==> src/hw/rtl/pl0_lexical_scanner_top_macros.svh <==
// Assertion macros for the PL/0 scanner RTL.
// Each macro expands to one labeled concurrent assertion clocked on clk.
`ifndef PL0_LEXICAL_SCANNER_TOP_MACROS_SVH
`define PL0_LEXICAL_SCANNER_TOP_MACROS_SVH

// Check a property on every edge outside reset.
`define PL0_ASSERT(lbl, prop, msg) \
  lbl: assert property (@(posedge clk) disable iff (rst) (prop)) else $error(msg);

// Check a property on every edge, reset included.
`define PL0_ASSERT_ALWAYS(lbl, prop, msg) \
  lbl: assert property (@(posedge clk) (prop)) else $error(msg);

`endif

==> src/hw/rtl/pl0lex_pkg.sv <==
// Shared types, token codes and keyword table for the PL/0 scanner.
// No dependencies; every RTL module file refers to it by scoped names.
package pl0lex_pkg;

  // Identifier storage
  localparam int MAX_ID_CHARS = 8;
  localparam int KW_COUNT     = 15;
  localparam int RQ_DEPTH     = 4;

  // Token codes
  localparam logic [5:0] TK_NONE     = 6'd0;
  localparam logic [5:0] TK_NUMBER   = 6'd1;
  localparam logic [5:0] TK_IDENT    = 6'd2;
  localparam logic [5:0] TK_KW_FIRST = 6'd3;
  localparam logic [5:0] TK_PLUS     = 6'd18;
  localparam logic [5:0] TK_MINUS    = 6'd19;
  localparam logic [5:0] TK_TIMES    = 6'd20;
  localparam logic [5:0] TK_SLASH    = 6'd21;
  localparam logic [5:0] TK_PERCENT  = 6'd22;
  localparam logic [5:0] TK_EQL      = 6'd23;
  localparam logic [5:0] TK_LSS      = 6'd24;
  localparam logic [5:0] TK_LEQ      = 6'd25;
  localparam logic [5:0] TK_NEQ      = 6'd26;
  localparam logic [5:0] TK_GRT      = 6'd27;
  localparam logic [5:0] TK_GEQ      = 6'd28;
  localparam logic [5:0] TK_LPAREN   = 6'd29;
  localparam logic [5:0] TK_RPAREN   = 6'd30;
  localparam logic [5:0] TK_PERIOD   = 6'd31;
  localparam logic [5:0] TK_COMMA    = 6'd32;
  localparam logic [5:0] TK_SEMI     = 6'd33;
  localparam logic [5:0] TK_LBRACK   = 6'd34;
  localparam logic [5:0] TK_RBRACK   = 6'd35;
  localparam logic [5:0] TK_ASSIGN   = 6'd36;

  localparam logic [30:0] NUM_LIMIT = 31'h7FFF_FFFF;

  // Keyword text, first character in the lowest byte; long ones cut to 8
  localparam logic [63:0] KW_TEXT [KW_COUNT] = '{
    64'h0000_004E_4947_4542,  // BEGIN
    64'h0000_0000_4C4C_4143,  // CALL
    64'h0000_0054_534E_4F43,  // CONST
    64'h0000_0000_0000_4F44,  // DO
    64'h0000_0000_4553_4C45,  // ELSE
    64'h0000_0000_0044_4E45,  // END
    64'h0000_0000_0052_4F46,  // FOR
    64'h0000_0000_0000_4649,  // IF
    64'h0000_0000_0044_444F,  // ODD
    64'h5255_4445_434F_5250,  // PROCEDURE
    64'h004D_4152_474F_5250,  // PROGRAM
    64'h0000_0000_4E45_4854,  // THEN
    64'h0000_0000_0000_4F54,  // TO
    64'h0000_0000_0052_4156,  // VAR
    64'h0000_0045_4C49_4857   // WHILE
  };

  // Full keyword lengths; a keyword longer than the stored text never matches
  localparam logic [3:0] KW_LEN [KW_COUNT] = '{
    4'd5, 4'd4, 4'd5, 4'd2, 4'd4, 4'd3, 4'd3, 4'd2,
    4'd3, 4'd9, 4'd7, 4'd4, 4'd2, 4'd3, 4'd5
  };

  // One result word
  typedef struct packed {
    logic [5:0]  token_kind;
    logic [30:0] number_value;
    logic        number_overflow;
    logic [63:0] ident_text;
    logic [3:0]  ident_length;
    logic        last_of_run;
  } result_t;

  // Results made by one scan step, packed from res0
  typedef struct packed {
    logic [1:0] cnt;
    result_t    res0;
    result_t    res1;
  } push_t;

endpackage

==> src/hw/rtl/pl0lex_kw_match.sv <==
// Keyword matcher: compares the stored identifier against the keyword table.
// Depends on pl0lex_pkg.
module pl0lex_kw_match (
  input  logic [63:0] ident_text,
  input  logic [3:0]  ident_length,
  output logic [5:0]  token_kind
);

  logic found;

  // Compare all keywords in parallel, first hit wins
  always_comb begin
    found      = 1'b0;
    token_kind = pl0lex_pkg::TK_IDENT;
    for (int k = 0; k < pl0lex_pkg::KW_COUNT; k++) begin
      if (!found && ident_length == pl0lex_pkg::KW_LEN[k] &&
          ident_text == pl0lex_pkg::KW_TEXT[k]) begin
        found      = 1'b1;
        token_kind = 6'(pl0lex_pkg::TK_KW_FIRST + 6'(k));
      end
    end
  end

endmodule

==> src/hw/rtl/pl0lex_scan.sv <==
// Scanner core: token state registers and the per-character next-state logic.
// Depends on pl0lex_pkg and pl0lex_kw_match.
module pl0lex_scan (
  input  logic                clk,
  input  logic                rst,
  input  logic                step,
  input  logic [7:0]          char_code,
  input  logic                end_of_input,
  output pl0lex_pkg::push_t   push
);

  typedef enum logic [2:0] {
    MODE_IDLE,
    MODE_NUM,
    MODE_IDENT,
    MODE_LT,
    MODE_GT,
    MODE_COLON
  } mode_t;

  localparam logic [7:0] CH_TAB   = 8'd9;
  localparam logic [7:0] CH_NL    = 8'd10;
  localparam logic [7:0] CH_SPACE = 8'd32;
  localparam logic [7:0] CH_ZERO  = 8'd48;
  localparam logic [7:0] CH_NINE  = 8'd57;
  localparam logic [7:0] CH_LT    = 8'h3C;
  localparam logic [7:0] CH_EQ    = 8'h3D;
  localparam logic [7:0] CH_GT    = 8'h3E;
  localparam logic [7:0] CH_COLON = 8'h3A;

  function automatic logic [5:0] single_op(input logic [7:0] c);
    logic [5:0] k;
    unique case (c)
      8'h2B:   k = pl0lex_pkg::TK_PLUS;
      8'h2D:   k = pl0lex_pkg::TK_MINUS;
      8'h2A:   k = pl0lex_pkg::TK_TIMES;
      8'h2F:   k = pl0lex_pkg::TK_SLASH;
      8'h25:   k = pl0lex_pkg::TK_PERCENT;
      8'h3D:   k = pl0lex_pkg::TK_EQL;
      8'h28:   k = pl0lex_pkg::TK_LPAREN;
      8'h29:   k = pl0lex_pkg::TK_RPAREN;
      8'h2E:   k = pl0lex_pkg::TK_PERIOD;
      8'h2C:   k = pl0lex_pkg::TK_COMMA;
      8'h3B:   k = pl0lex_pkg::TK_SEMI;
      8'h5B:   k = pl0lex_pkg::TK_LBRACK;
      8'h5D:   k = pl0lex_pkg::TK_RBRACK;
      default: k = pl0lex_pkg::TK_NONE;
    endcase
    return k;
  endfunction

  mode_t       mode, mode_next;
  logic [30:0] acc, acc_next;
  logic        ovf, ovf_next;
  logic [63:0] buffer, buffer_next;
  logic [3:0]  count, count_next;

  logic        is_digit, is_alpha, is_space;
  logic [7:0]  upper;
  logic [34:0] acc_prod;
  logic [5:0]  kw_kind;

  mode_t       fresh_mode;
  logic [30:0] fresh_acc;
  logic [63:0] fresh_buffer;
  logic [3:0]  fresh_count;
  logic        fresh_emit;

  pl0lex_pkg::result_t flush_res, r0, r1;
  logic                flush_valid, r0_valid, r1_valid;

  pl0lex_kw_match u_kw_match (
    .ident_text   (buffer),
    .ident_length (count),
    .token_kind   (kw_kind)
  );

  // Character classes
  assign is_digit = (char_code >= CH_ZERO) && (char_code <= CH_NINE);
  assign is_alpha = ((char_code >= 8'd65) && (char_code <= 8'd90)) ||
                    ((char_code >= 8'd97) && (char_code <= 8'd122));
  assign is_space = (char_code == CH_SPACE) || (char_code == CH_TAB) ||
                    (char_code == CH_NL);
  assign upper    = (char_code >= 8'd97 && char_code <= 8'd122) ?
                    char_code - 8'd32 : char_code;

  // Accumulate the next decimal digit: acc * 8 + acc * 2 + digit
  assign acc_prod = 35'({acc, 3'b000}) + 35'({acc, 1'b0}) +
                    35'(char_code - CH_ZERO);

  // Decode a character that starts a new token
  always_comb begin
    fresh_mode   = MODE_IDLE;
    fresh_acc    = '0;
    fresh_buffer = '0;
    fresh_count  = '0;
    fresh_emit   = 1'b0;
    priority if (is_space) begin
      fresh_mode = MODE_IDLE;
    end else if (is_digit) begin
      fresh_mode = MODE_NUM;
      fresh_acc  = 31'(char_code - CH_ZERO);
    end else if (is_alpha) begin
      fresh_mode   = MODE_IDENT;
      fresh_buffer = 64'(upper);
      fresh_count  = 4'd1;
    end else if (char_code == CH_LT) begin
      fresh_mode = MODE_LT;
    end else if (char_code == CH_GT) begin
      fresh_mode = MODE_GT;
    end else if (char_code == CH_COLON) begin
      fresh_mode = MODE_COLON;
    end else begin
      fresh_emit = 1'b1;
    end
  end

  // Token held in the state, as it reads when closed
  always_comb begin
    flush_res   = '0;
    flush_valid = (mode != MODE_IDLE);
    unique case (mode)
      MODE_NUM: begin
        flush_res.token_kind      = pl0lex_pkg::TK_NUMBER;
        flush_res.number_value    = acc;
        flush_res.number_overflow = ovf;
      end
      MODE_IDENT: begin
        flush_res.token_kind   = kw_kind;
        flush_res.ident_text   = buffer;
        flush_res.ident_length = count;
      end
      MODE_LT:    flush_res.token_kind = pl0lex_pkg::TK_LSS;
      MODE_GT:    flush_res.token_kind = pl0lex_pkg::TK_GRT;
      MODE_COLON: flush_res.token_kind = pl0lex_pkg::TK_NONE;
      default:    flush_res.token_kind = pl0lex_pkg::TK_NONE;
    endcase
  end

  // Next state and results for one character
  always_comb begin
    mode_next   = mode;
    acc_next    = acc;
    ovf_next    = ovf;
    buffer_next = buffer;
    count_next  = count;
    r0          = '0;
    r1          = '0;
    r0_valid    = 1'b0;
    r1_valid    = 1'b0;
    priority if (end_of_input) begin
      r0          = flush_res;
      r0_valid    = flush_valid;
      mode_next   = MODE_IDLE;
      acc_next    = '0;
      ovf_next    = 1'b0;
      buffer_next = '0;
      count_next  = '0;
    end else if (mode == MODE_NUM && is_digit) begin
      if (acc_prod > 35'(pl0lex_pkg::NUM_LIMIT)) begin
        acc_next = pl0lex_pkg::NUM_LIMIT;
        ovf_next = 1'b1;
      end else begin
        acc_next = acc_prod[30:0];
      end
    end else if (mode == MODE_IDENT && (is_digit || is_alpha)) begin
      // Drop characters past the stored length
      if (count < 4'(pl0lex_pkg::MAX_ID_CHARS)) begin
        for (int i = 0; i < pl0lex_pkg::MAX_ID_CHARS; i++) begin
          if (count == 4'(i)) begin
            buffer_next[8*i +: 8] = upper;
          end
        end
        count_next = count + 4'd1;
      end
    end else if (mode == MODE_LT && (char_code == CH_EQ || char_code == CH_GT)) begin
      r0.token_kind = (char_code == CH_EQ) ? pl0lex_pkg::TK_LEQ : pl0lex_pkg::TK_NEQ;
      r0_valid      = 1'b1;
      mode_next     = MODE_IDLE;
    end else if ((mode == MODE_GT || mode == MODE_COLON) && char_code == CH_EQ) begin
      r0.token_kind = (mode == MODE_GT) ? pl0lex_pkg::TK_GEQ : pl0lex_pkg::TK_ASSIGN;
      r0_valid      = 1'b1;
      mode_next     = MODE_IDLE;
    end else begin
      // Close any pending token, then start on this character
      r0            = flush_res;
      r0_valid      = flush_valid;
      mode_next     = fresh_mode;
      acc_next      = fresh_acc;
      ovf_next      = 1'b0;
      buffer_next   = fresh_buffer;
      count_next    = fresh_count;
      r1.token_kind = single_op(char_code);
      r1_valid      = fresh_emit;
    end
  end

  // Pack results from slot zero and mark the last one
  always_comb begin
    push.cnt              = 2'(r0_valid) + 2'(r1_valid);
    push.res0             = r0_valid ? r0 : r1;
    push.res0.last_of_run = !(r0_valid && r1_valid);
    push.res1             = r1;
    push.res1.last_of_run = 1'b1;
  end

  // Hold scanner state, advance on each stepped character
  always_ff @(posedge clk) begin
    if (rst) begin
      mode   <= MODE_IDLE;
      acc    <= '0;
      ovf    <= 1'b0;
      buffer <= '0;
      count  <= '0;
    end else if (step) begin
      mode   <= mode_next;
      acc    <= acc_next;
      ovf    <= ovf_next;
      buffer <= buffer_next;
      count  <= count_next;
    end
  end

endmodule

==> src/hw/rtl/pl0lex_res_fifo.sv <==
// Result queue: takes up to two results a cycle, hands out one per word.
// Depends on pl0lex_pkg and pl0_lexical_scanner_top_macros.svh.
`include "pl0_lexical_scanner_top_macros.svh"

module pl0lex_res_fifo (
  input  logic                  clk,
  input  logic                  rst,
  input  pl0lex_pkg::push_t     push,
  output logic                  room2,
  output logic                  out_valid,
  input  logic                  out_ready,
  output pl0lex_pkg::result_t   out_res
);

  localparam int PW = $clog2(pl0lex_pkg::RQ_DEPTH);
  localparam int CW = $clog2(pl0lex_pkg::RQ_DEPTH + 1);

  pl0lex_pkg::result_t entries [pl0lex_pkg::RQ_DEPTH];
  logic [PW-1:0] wr_ptr, rd_ptr;
  logic [CW-1:0] count;
  logic          pop;

  assign out_valid = (count != '0);
  assign out_res   = entries[rd_ptr];
  assign pop       = out_valid && out_ready;
  assign room2     = (count <= CW'(pl0lex_pkg::RQ_DEPTH - 2));

  // Store pushed results
  always_ff @(posedge clk) begin
    if (push.cnt != 2'd0) begin
      entries[wr_ptr] <= push.res0;
    end
    if (push.cnt == 2'd2) begin
      entries[PW'(wr_ptr + PW'(1))] <= push.res1;
    end
  end

  // Advance pointers and occupancy
  always_ff @(posedge clk) begin
    if (rst) begin
      wr_ptr <= '0;
      rd_ptr <= '0;
      count  <= '0;
    end else begin
      wr_ptr <= PW'(wr_ptr + PW'(push.cnt));
      rd_ptr <= PW'(rd_ptr + PW'(pop));
      count  <= CW'(count + CW'(push.cnt) - CW'(pop));
    end
  end

  `PL0_ASSERT(a_no_overrun, (push.cnt != 2'd0) |-> ((CW+1)'(count) + (CW+1)'(push.cnt) <= (CW+1)'(pl0lex_pkg::RQ_DEPTH)), "result queue overrun")
  `PL0_ASSERT(a_count_bound, count <= CW'(pl0lex_pkg::RQ_DEPTH), "result queue count out of range")
  `PL0_ASSERT(a_pair_last, (push.cnt == 2'd2) |-> (!push.res0.last_of_run && push.res1.last_of_run), "bad last flag on result pair")
  `PL0_ASSERT_ALWAYS(a_reset_empty, rst |=> (count == '0), "queue not empty after reset")

endmodule

==> src/hw/rtl/pl0_lexical_scanner_top.sv <==
// A character is registered at accept, then scanned and its first token written to the
// result queue, which raises out_valid. Throughput: one character per cycle while each
// gives at most one token and the queue has room for two results; the output side moves
// one token per cycle while out_ready is high, so character pairs yielding two tokens
// run at the output rate, set by the four-entry result queue.
// Reset clears the input register's full flag and the scanner state and empties the result queue.
module pl0_lexical_scanner_top (
  input  logic        clk,
  input  logic        rst,
  input  logic        in_valid,
  output logic        in_ready,
  input  logic [7:0]  char_code,
  input  logic        end_of_input,
  output logic        out_valid,
  input  logic        out_ready,
  output logic [5:0]  token_kind,
  output logic [30:0] number_value,
  output logic        number_overflow,
  output logic [63:0] ident_text,
  output logic [3:0]  ident_length,
  output logic        last_of_run
);

  logic       in_full;
  logic [7:0] char_reg;
  logic       eoi_reg;
  logic       room2;
  logic       step;

  pl0lex_pkg::push_t   push_raw;
  pl0lex_pkg::push_t   push;
  pl0lex_pkg::result_t out_res;

  // Scan the held word once the queue can take two results
  assign step     = in_full && room2;
  assign in_ready = !in_full || step;

  // Hold the input word
  always_ff @(posedge clk) begin
    if (rst) begin
      in_full <= 1'b0;
    end else if (in_ready) begin
      in_full <= in_valid;
    end
  end

  always_ff @(posedge clk) begin
    if (in_valid && in_ready) begin
      char_reg <= char_code;
      eoi_reg  <= end_of_input;
    end
  end

  pl0lex_scan u_scan (
    .clk          (clk),
    .rst          (rst),
    .step         (step),
    .char_code    (char_reg),
    .end_of_input (eoi_reg),
    .push         (push_raw)
  );

  // Drop results of a stalled step
  assign push = step ? push_raw : '0;

  pl0lex_res_fifo u_res_fifo (
    .clk       (clk),
    .rst       (rst),
    .push      (push),
    .room2     (room2),
    .out_valid (out_valid),
    .out_ready (out_ready),
    .out_res   (out_res)
  );

  assign token_kind      = out_res.token_kind;
  assign number_value    = out_res.number_value;
  assign number_overflow = out_res.number_overflow;
  assign ident_text      = out_res.ident_text;
  assign ident_length    = out_res.ident_length;
  assign last_of_run     = out_res.last_of_run;

endmodule

==> config.mk <==
export PLATFORM = sky130hd
export DESIGN_NAME = pl0_lexical_scanner_top
export DESIGN_NICKNAME = d
export VERILOG_FILES = /design/src/hw/rtl/pl0lex_pkg.sv /design/src/hw/rtl/pl0lex_kw_match.sv /design/src/hw/rtl/pl0lex_scan.sv /design/src/hw/rtl/pl0lex_res_fifo.sv /design/src/hw/rtl/pl0_lexical_scanner_top.sv
export VERILOG_INCLUDE_DIRS = /design/src /design/src/hw/rtl
export SDC_FILE = /design/constraint.sdc
export NUM_CORES = 1
export LEC_CHECK = 0
export ABC_AREA = 1
export BUFFER_PORTS_ARGS = -buffer_cell sky130_fd_sc_hd__buf_2
export CAP_MARGIN = 20
export CORE_MARGIN = 3
export CORE_UTILIZATION = 45
export CTS_BUF_LIST = sky130_fd_sc_hd__clkbuf_2 sky130_fd_sc_hd__clkbuf_4 sky130_fd_sc_hd__clkbuf_8
export DETAILED_ROUTE_END_ITERATION = 8
export GPL_TIMING_DRIVEN = 0
export SLEW_MARGIN = 5
export SYNTH_ARGS = -nofsm -noshare
export SYNTH_HDL_FRONTEND = slang
export SYNTH_SLANG_ARGS = --single-unit
==> constraint.sdc <==
create_clock -name clk -period 10.45 [get_ports clk]
set_clock_uncertainty 0.1 [all_clocks]
set_input_delay 1.045 -clock clk [delete_from_list [all_inputs] [get_ports clk]]
set_output_delay 1.045 -clock clk [all_outputs]
set_load 0.02 [all_outputs]
* Yosys cells after proc, flatten, opt, wreduce, memory -nomap -nowiden
Memories as Yosys holds them, arrays and structs flattened. A register that Yosys moved wholly into a read port is not among the register bits. Cells that the tools add are included.
Storage, ports and cells: flip-flop bits (word level) 120, output and inout port bits 109, RAM bits 428, memories 1, bits of input ports 13, logic and storage cells 306
Memory list:
- u_res_fifo.entries | depth 4, width 107, read ports 1, clocked after Yosys merged registers in 1, wr ports 2, RTL line pl0lex_res_fifo.sv:18 | pl0lex_pkg::result_t entries [pl0lex_pkg::RQ_DEPTH];
Operators by class: order comparisons 9, reductions and logical operators 79, $add $sub $neg 12, muxes and demuxes 122, equality and inequality tests 65
Operators by type and width (number):
- $mux W64 | 8
- $mux W107 | 4
- $eq A64 B23 Y1 const B | 4
- $mux W31 | 8
- $mux W216 | 1
- $mux W101 | 2
- $eq A64 B15 Y1 const B | 3
- $eq A64 B31 Y1 const B | 3
- $eq A64 B39 Y1 const B | 3
- $mux W6 | 21
- $eq A8 B6 Y1 const B | 15
- $mux W8 | 10
- $pmux W6 S13 | 1
- $mux W68 | 1
- $eq A64 B55 Y1 const B | 1
- $eq A64 B63 Y1 const B | 1
- $reduce_and A6 Y1 | 8
- $mux W1 | 42
- $logic_and A1 B1 Y1 | 40
- $mux W3 | 12
- $add A34 B32 Y35 | 1
- $add A35 B35 Y35 | 1
- $gt A35 B31 Y1 const B | 1
- $mux W32 | 1
- 39 further kinds | 95

* Logic depth before layout (Yosys ltp)
depth in word-level cells 70, gate-level depth with buffers 27, depth with buffers taken out 26

* Modules after synthesis
A second synthesis with hierarchy kept.
Unflattened totals: cells, all modules 4633, area, all modules 34591.9 um2
By module, submodules not included:
- pl0lex_res_fifo | times used 1, cells an instance 2154, seq. area each 12992.5 um2, area an instance 20873.8 um2
- pl0lex_scan | times used 1, cells an instance 1729, seq. area each 2062.0 um2, area an instance 10347.4 um2
- pl0_lexical_scanner_top | times used 1, cells an instance 472, seq. area each 290.3 um2, area an instance 2069.5 um2
- pl0lex_kw_match | times used 1, cells an instance 278, seq. area each 0.0 um2, area an instance 1301.2 um2

* Worst setup path before layout
OpenSTA, ideal clock, no wires.
path kind register -> register, start point register char_reg[4], end point register u_scan.ovf, clock period less this slack 4.889 ns, path buffers 1, setup slack 5.561 ns, data arrival time 4.674 ns, library setup time 0.115 ns, stages on the path, launching flop included 18, data required time 10.235 ns, cell sequence edfxtp_1 -> ha_1 -> nor2_1 -> fa_1 -> ha_1 -> nand2_1 -> nor2_1 -> nand2_1 -> o21ai_0 -> nand3_1 -> nand2_1 -> xor2_1 -> nand2_1 -> inv_1 -> clkbuf_1 -> nand2_1 -> a21oi_1 -> nor2_1
On the way: longest elaborated chain between the ends 7, elaborated cells on any way between the ends 28, those cells by class add/sub (2); order compare (7); eq/ne (6); mux (2); reduce/logical (11)
Ends and longest elaborated chain:
- from (decl) | RTL line pl0_lexical_scanner_top.sv:25 | logic [7:0] char_reg;
- from (signal assigned) | RTL line pl0_lexical_scanner_top.sv:49 | char_reg <= char_code;
- branches (longest 7 deep; another with $add A35 B35 Y35)
- to (signal assigned) | RTL line pl0lex_scan.sv:218 | ovf <= ovf_next;
- to (decl) | RTL line pl0lex_scan.sv:54 | logic ovf, ovf_next;
Parallel ways; which one is timed is not known. A chain may end at the register's enable or synchronous reset.

==> impl_metrics.env <==
export IMPL_largestRegisters="u_res_fifo.entries: 428 flops, u_scan.buffer: 64 flops, u_scan.acc: 31 flops"
export IMPL_max_cap_viol_count=0
export IMPL_dr_pass1_iters=6
export IMPL_core_area_um2=61900
export IMPL_fin_nets=4290
export IMPL_start_util_pct=45.7
export IMPL_p_leak_nw=13.3
export IMPL_tns_ns=0
export IMPL_synthesis_nets=4066
export IMPL_holdBufCountCts=0
export IMPL_largest_register_ff_count=428
export IMPL_holdPathEnd="u_res_fifo.entries[2][3]"
export IMPL_crit_slowest_cell="nor3_2"
export IMPL_grt_overflow=0
export IMPL_slew_headroom_pct=14.3
export IMPL_tightest_slew_ns=1.28
export IMPL_cts_htree_levels=3
export IMPL_r2r_end="u_res_fifo.entries[0][103]"
export IMPL_arrival_ns=6.51
export IMPL_grt_pass1_vias=26400
export IMPL_synthTopCellsByArea="dfxtp_1, nand2_1, o21ai_0"
export IMPL_path_class="reg2reg"
export IMPL_die_area_um2=66000
export IMPL_hp_class="reg2reg"
export IMPL_synth_async_reset_ratio_pct=0
export IMPL_synth_edf_count=37
export IMPL_status="complete, no violations"
export IMPL_path_clk_slew_ns=0.07
export IMPL_vias=29600
export IMPL_netlist_instances=3968
export IMPL_die_x_um=257
export IMPL_top_register="u_res_fifo.entries"
export IMPL_min_from="u_res_fifo.entries[2][3]"
export IMPL_drive_above_1_share_pct=9.96
export IMPL_insertion_delay_ns=0.73
export IMPL_critical_path_max_stage_delay_ns=0.87
export IMPL_powerDensity_nw_per_um2=217
export IMPL_dp_hpwl_um=82800
export IMPL_finalCritPeriodShare_pct=57.5
export IMPL_endpoint_kind="flop"
export IMPL_drt_iter0_drc=3414
export IMPL_setup_violations_final=0
export IMPL_viasPerCell=5.79
export IMPL_rows=91
export IMPL_synthesis_area_um2=28300
export IMPL_clock_sinks=548
export IMPL_clockRootBuffer="clkbuf_8"
export IMPL_die_h_um=257
export IMPL_grt_pass1_wl_um=164000
export IMPL_synth_top_area_cell="dfxtp_1"
export IMPL_hold_path_depth=2
export IMPL_reg2reg_depth=19
export IMPL_critPathRequiredTime_ns=10.95
export IMPL_path_max_fanout=10
export IMPL_place_gp_congestion=0.985
export IMPL_peakVddDrop_uv=128
export IMPL_avgSynthCellArea_um2=7.14
export IMPL_io_buffer_count=120
export IMPL_cts_tree="yes"
export IMPL_hold_viol_final=0
export IMPL_period_needed_ns=6.01
export IMPL_clk_path_buf_depth=3
export IMPL_post_cts_buffers=0
export IMPL_p_total_w=0.00698
export IMPL_wl_per_cell_um=21.6
export IMPL_drcViolationCount=0
export IMPL_routed_wl_um=110000
export IMPL_worstReg2RegStart="char_reg[4]"
export IMPL_rrSetupSlack_ns=4.44
export IMPL_slew_violations=0
export IMPL_start_kind="flop"
export IMPL_netlist_cell_type_count=49
export IMPL_cts_buffers=95
export IMPL_synth_top_area_share_pct=36.1
export IMPL_max_freq_mhz=166
export IMPL_ys_seq_elements=548
export IMPL_rsz0062_at_grt="no"
export IMPL_syn_to_final_growth_pct=13.5
export IMPL_post_cts_resized=0
export IMPL_cp_cell_sequence="ha_1 > inv_1 > nor2_1 > inv_2 > nor2_2 > inv_2 > a21oi_1 > inv_1 > nand3_1 > nor4_1 > ha_1 > inv_1 > nor2_2 > nor2_2 > nor3_2 > clkbuf_1 > buf_1 > nand3_1 > nand2_1"
export IMPL_yosys_warnings=0
export IMPL_seq_area_frac_synth_pct=40.0
export IMPL_ios=122
export IMPL_grt_max_degree=17
export IMPL_grt_usage_pct=32.1
export IMPL_antenna_found_initial=1
export IMPL_ant_nets=0
export IMPL_synth_ff_type="dfxtp_1"
-- cell type report --
| cell class | count | area [um^2] |
|---|---|---|
| fillers | 6462 | 29800 |
| multi-input cells | 2895 | 14900 |
| flip-flops and latches | 548 | 11300 |
| clock buffers | 153 | 1890 |
| plain buffers | 262 | 1100 |
| well taps | 837 | 1050 |
| inverters | 263 | 990 |
| repair buffers | 127 | 668 |
| clock inverters | 21 | 209 |
| diodes | 1 | 2.50 |
-- report_power, final --
group | switching, W | internal, W
combinational | 0.00175 | 0.000663
sequential | 0.000107 | 0.00230
clock | 0.000956 | 0.00120
total | 0.00281 | 0.00417
-- Yosys cell counts (all sizes together) (6+ instances only) --
master,instances
nand2,852
dfxtp,511
nor2,489
o21ai,444
nand3,341
a21oi,267
inv,263
clkbuf,210
o22ai,107
a32o,100
nor3,58
ha,54
a211oi,53
buf,52
edfxtp,37
nand4,34
fa,31
nor4,16
o21a,7
o21bai,7
xor2,6
-- per-stage QoR --
step	instance area [um^2]	hold WS (ns)	worst slack, ns	instances	utilization [%]
final	32200	0.348	4.44	5107	51.9
after detailed placement	30000	0.334	4.57	4930	48.5
after CTS	32100	0.349	4.58	5104	51.9
after global routing	32200	0.360	4.18	5107	51.9
after global placement	30000	0.332	4.00	4925	48.4
after floorplan	28300	0.321	5.56	3968	-
-- kinds of logic (layout without fill, tap and decap cells) --
kind of cell	after synthesis	in the layout	share of synthesized area, %
other	0	1	0
and+or+nand+nor	1797	1797	27.0
adders and majority gates	85	85	4.58
DFF	548	548	40.0
xor gates and xnor gates	11	11	0.340
AOI/OAI and AO/OA	1002	1002	20.7
buffers and inverters	525	826	7.36
-- cell usage in the layout, fill, tap and decap left out, drive strengths merged, types with 54 or more instances in the layout --
cell type	count
ha	54
a32o	100
nand2	852
nor3	58
buf	178
nand3	341
o21ai	444
a21oi	267
dfxtp	511
nor2	489
o22ai	107
inv	265
clkbuf	364
-- metal layers --
| layer | global-route usage (%) | share of wire [%] | vias to the layer above | routed length [um] |
|---|---|---|---|---|
| met5 | 0 | 0 | - | 0 |
| met4 | 9.70 | 3.1 | 0 | 3470 |
| met3 | 5.17 | 9.5 | 206 | 10500 |
| met2 | 47.6 | 42 | 1419 | 46500 |
| met1 | 47.9 | 45 | 14000 | 49700 |
| li1 | - | - | 14000 | - |
-- critical path: cells and delay by family, from the launching register on --
kind / cells / cell delay [ns]
AND/OR/NAND/NOR: 9 / 2.28
buffers and inverters: 7 / 1.99
adder cells (fa/ha/maj): 2 / 0.70
AO/OA/AOI/OAI: 1 / 0.27
flip-flops: 1 / 0.57
-- worst max-delay path by stage --
stage / to / cells past startpoint / start / slack (ns)
after floorplan: u_scan.ovf / 17 / char_reg[4] / 5.56
after global placement: u_scan.acc[5] / 16 / char_reg[4] / 4.00
after detailed placement: u_res_fifo.entries[0][103] / 19 / char_reg[4] / 4.57
after CTS: u_res_fifo.entries[0][103] / 19 / char_reg[4] / 4.58
after global routing: u_res_fifo.entries[0][106] / 19 / char_reg[4] / 4.18
final: u_res_fifo.entries[0][103] / 19 / char_reg[4] / 4.44
No activity file was read; power rests on OpenSTA's default activity.
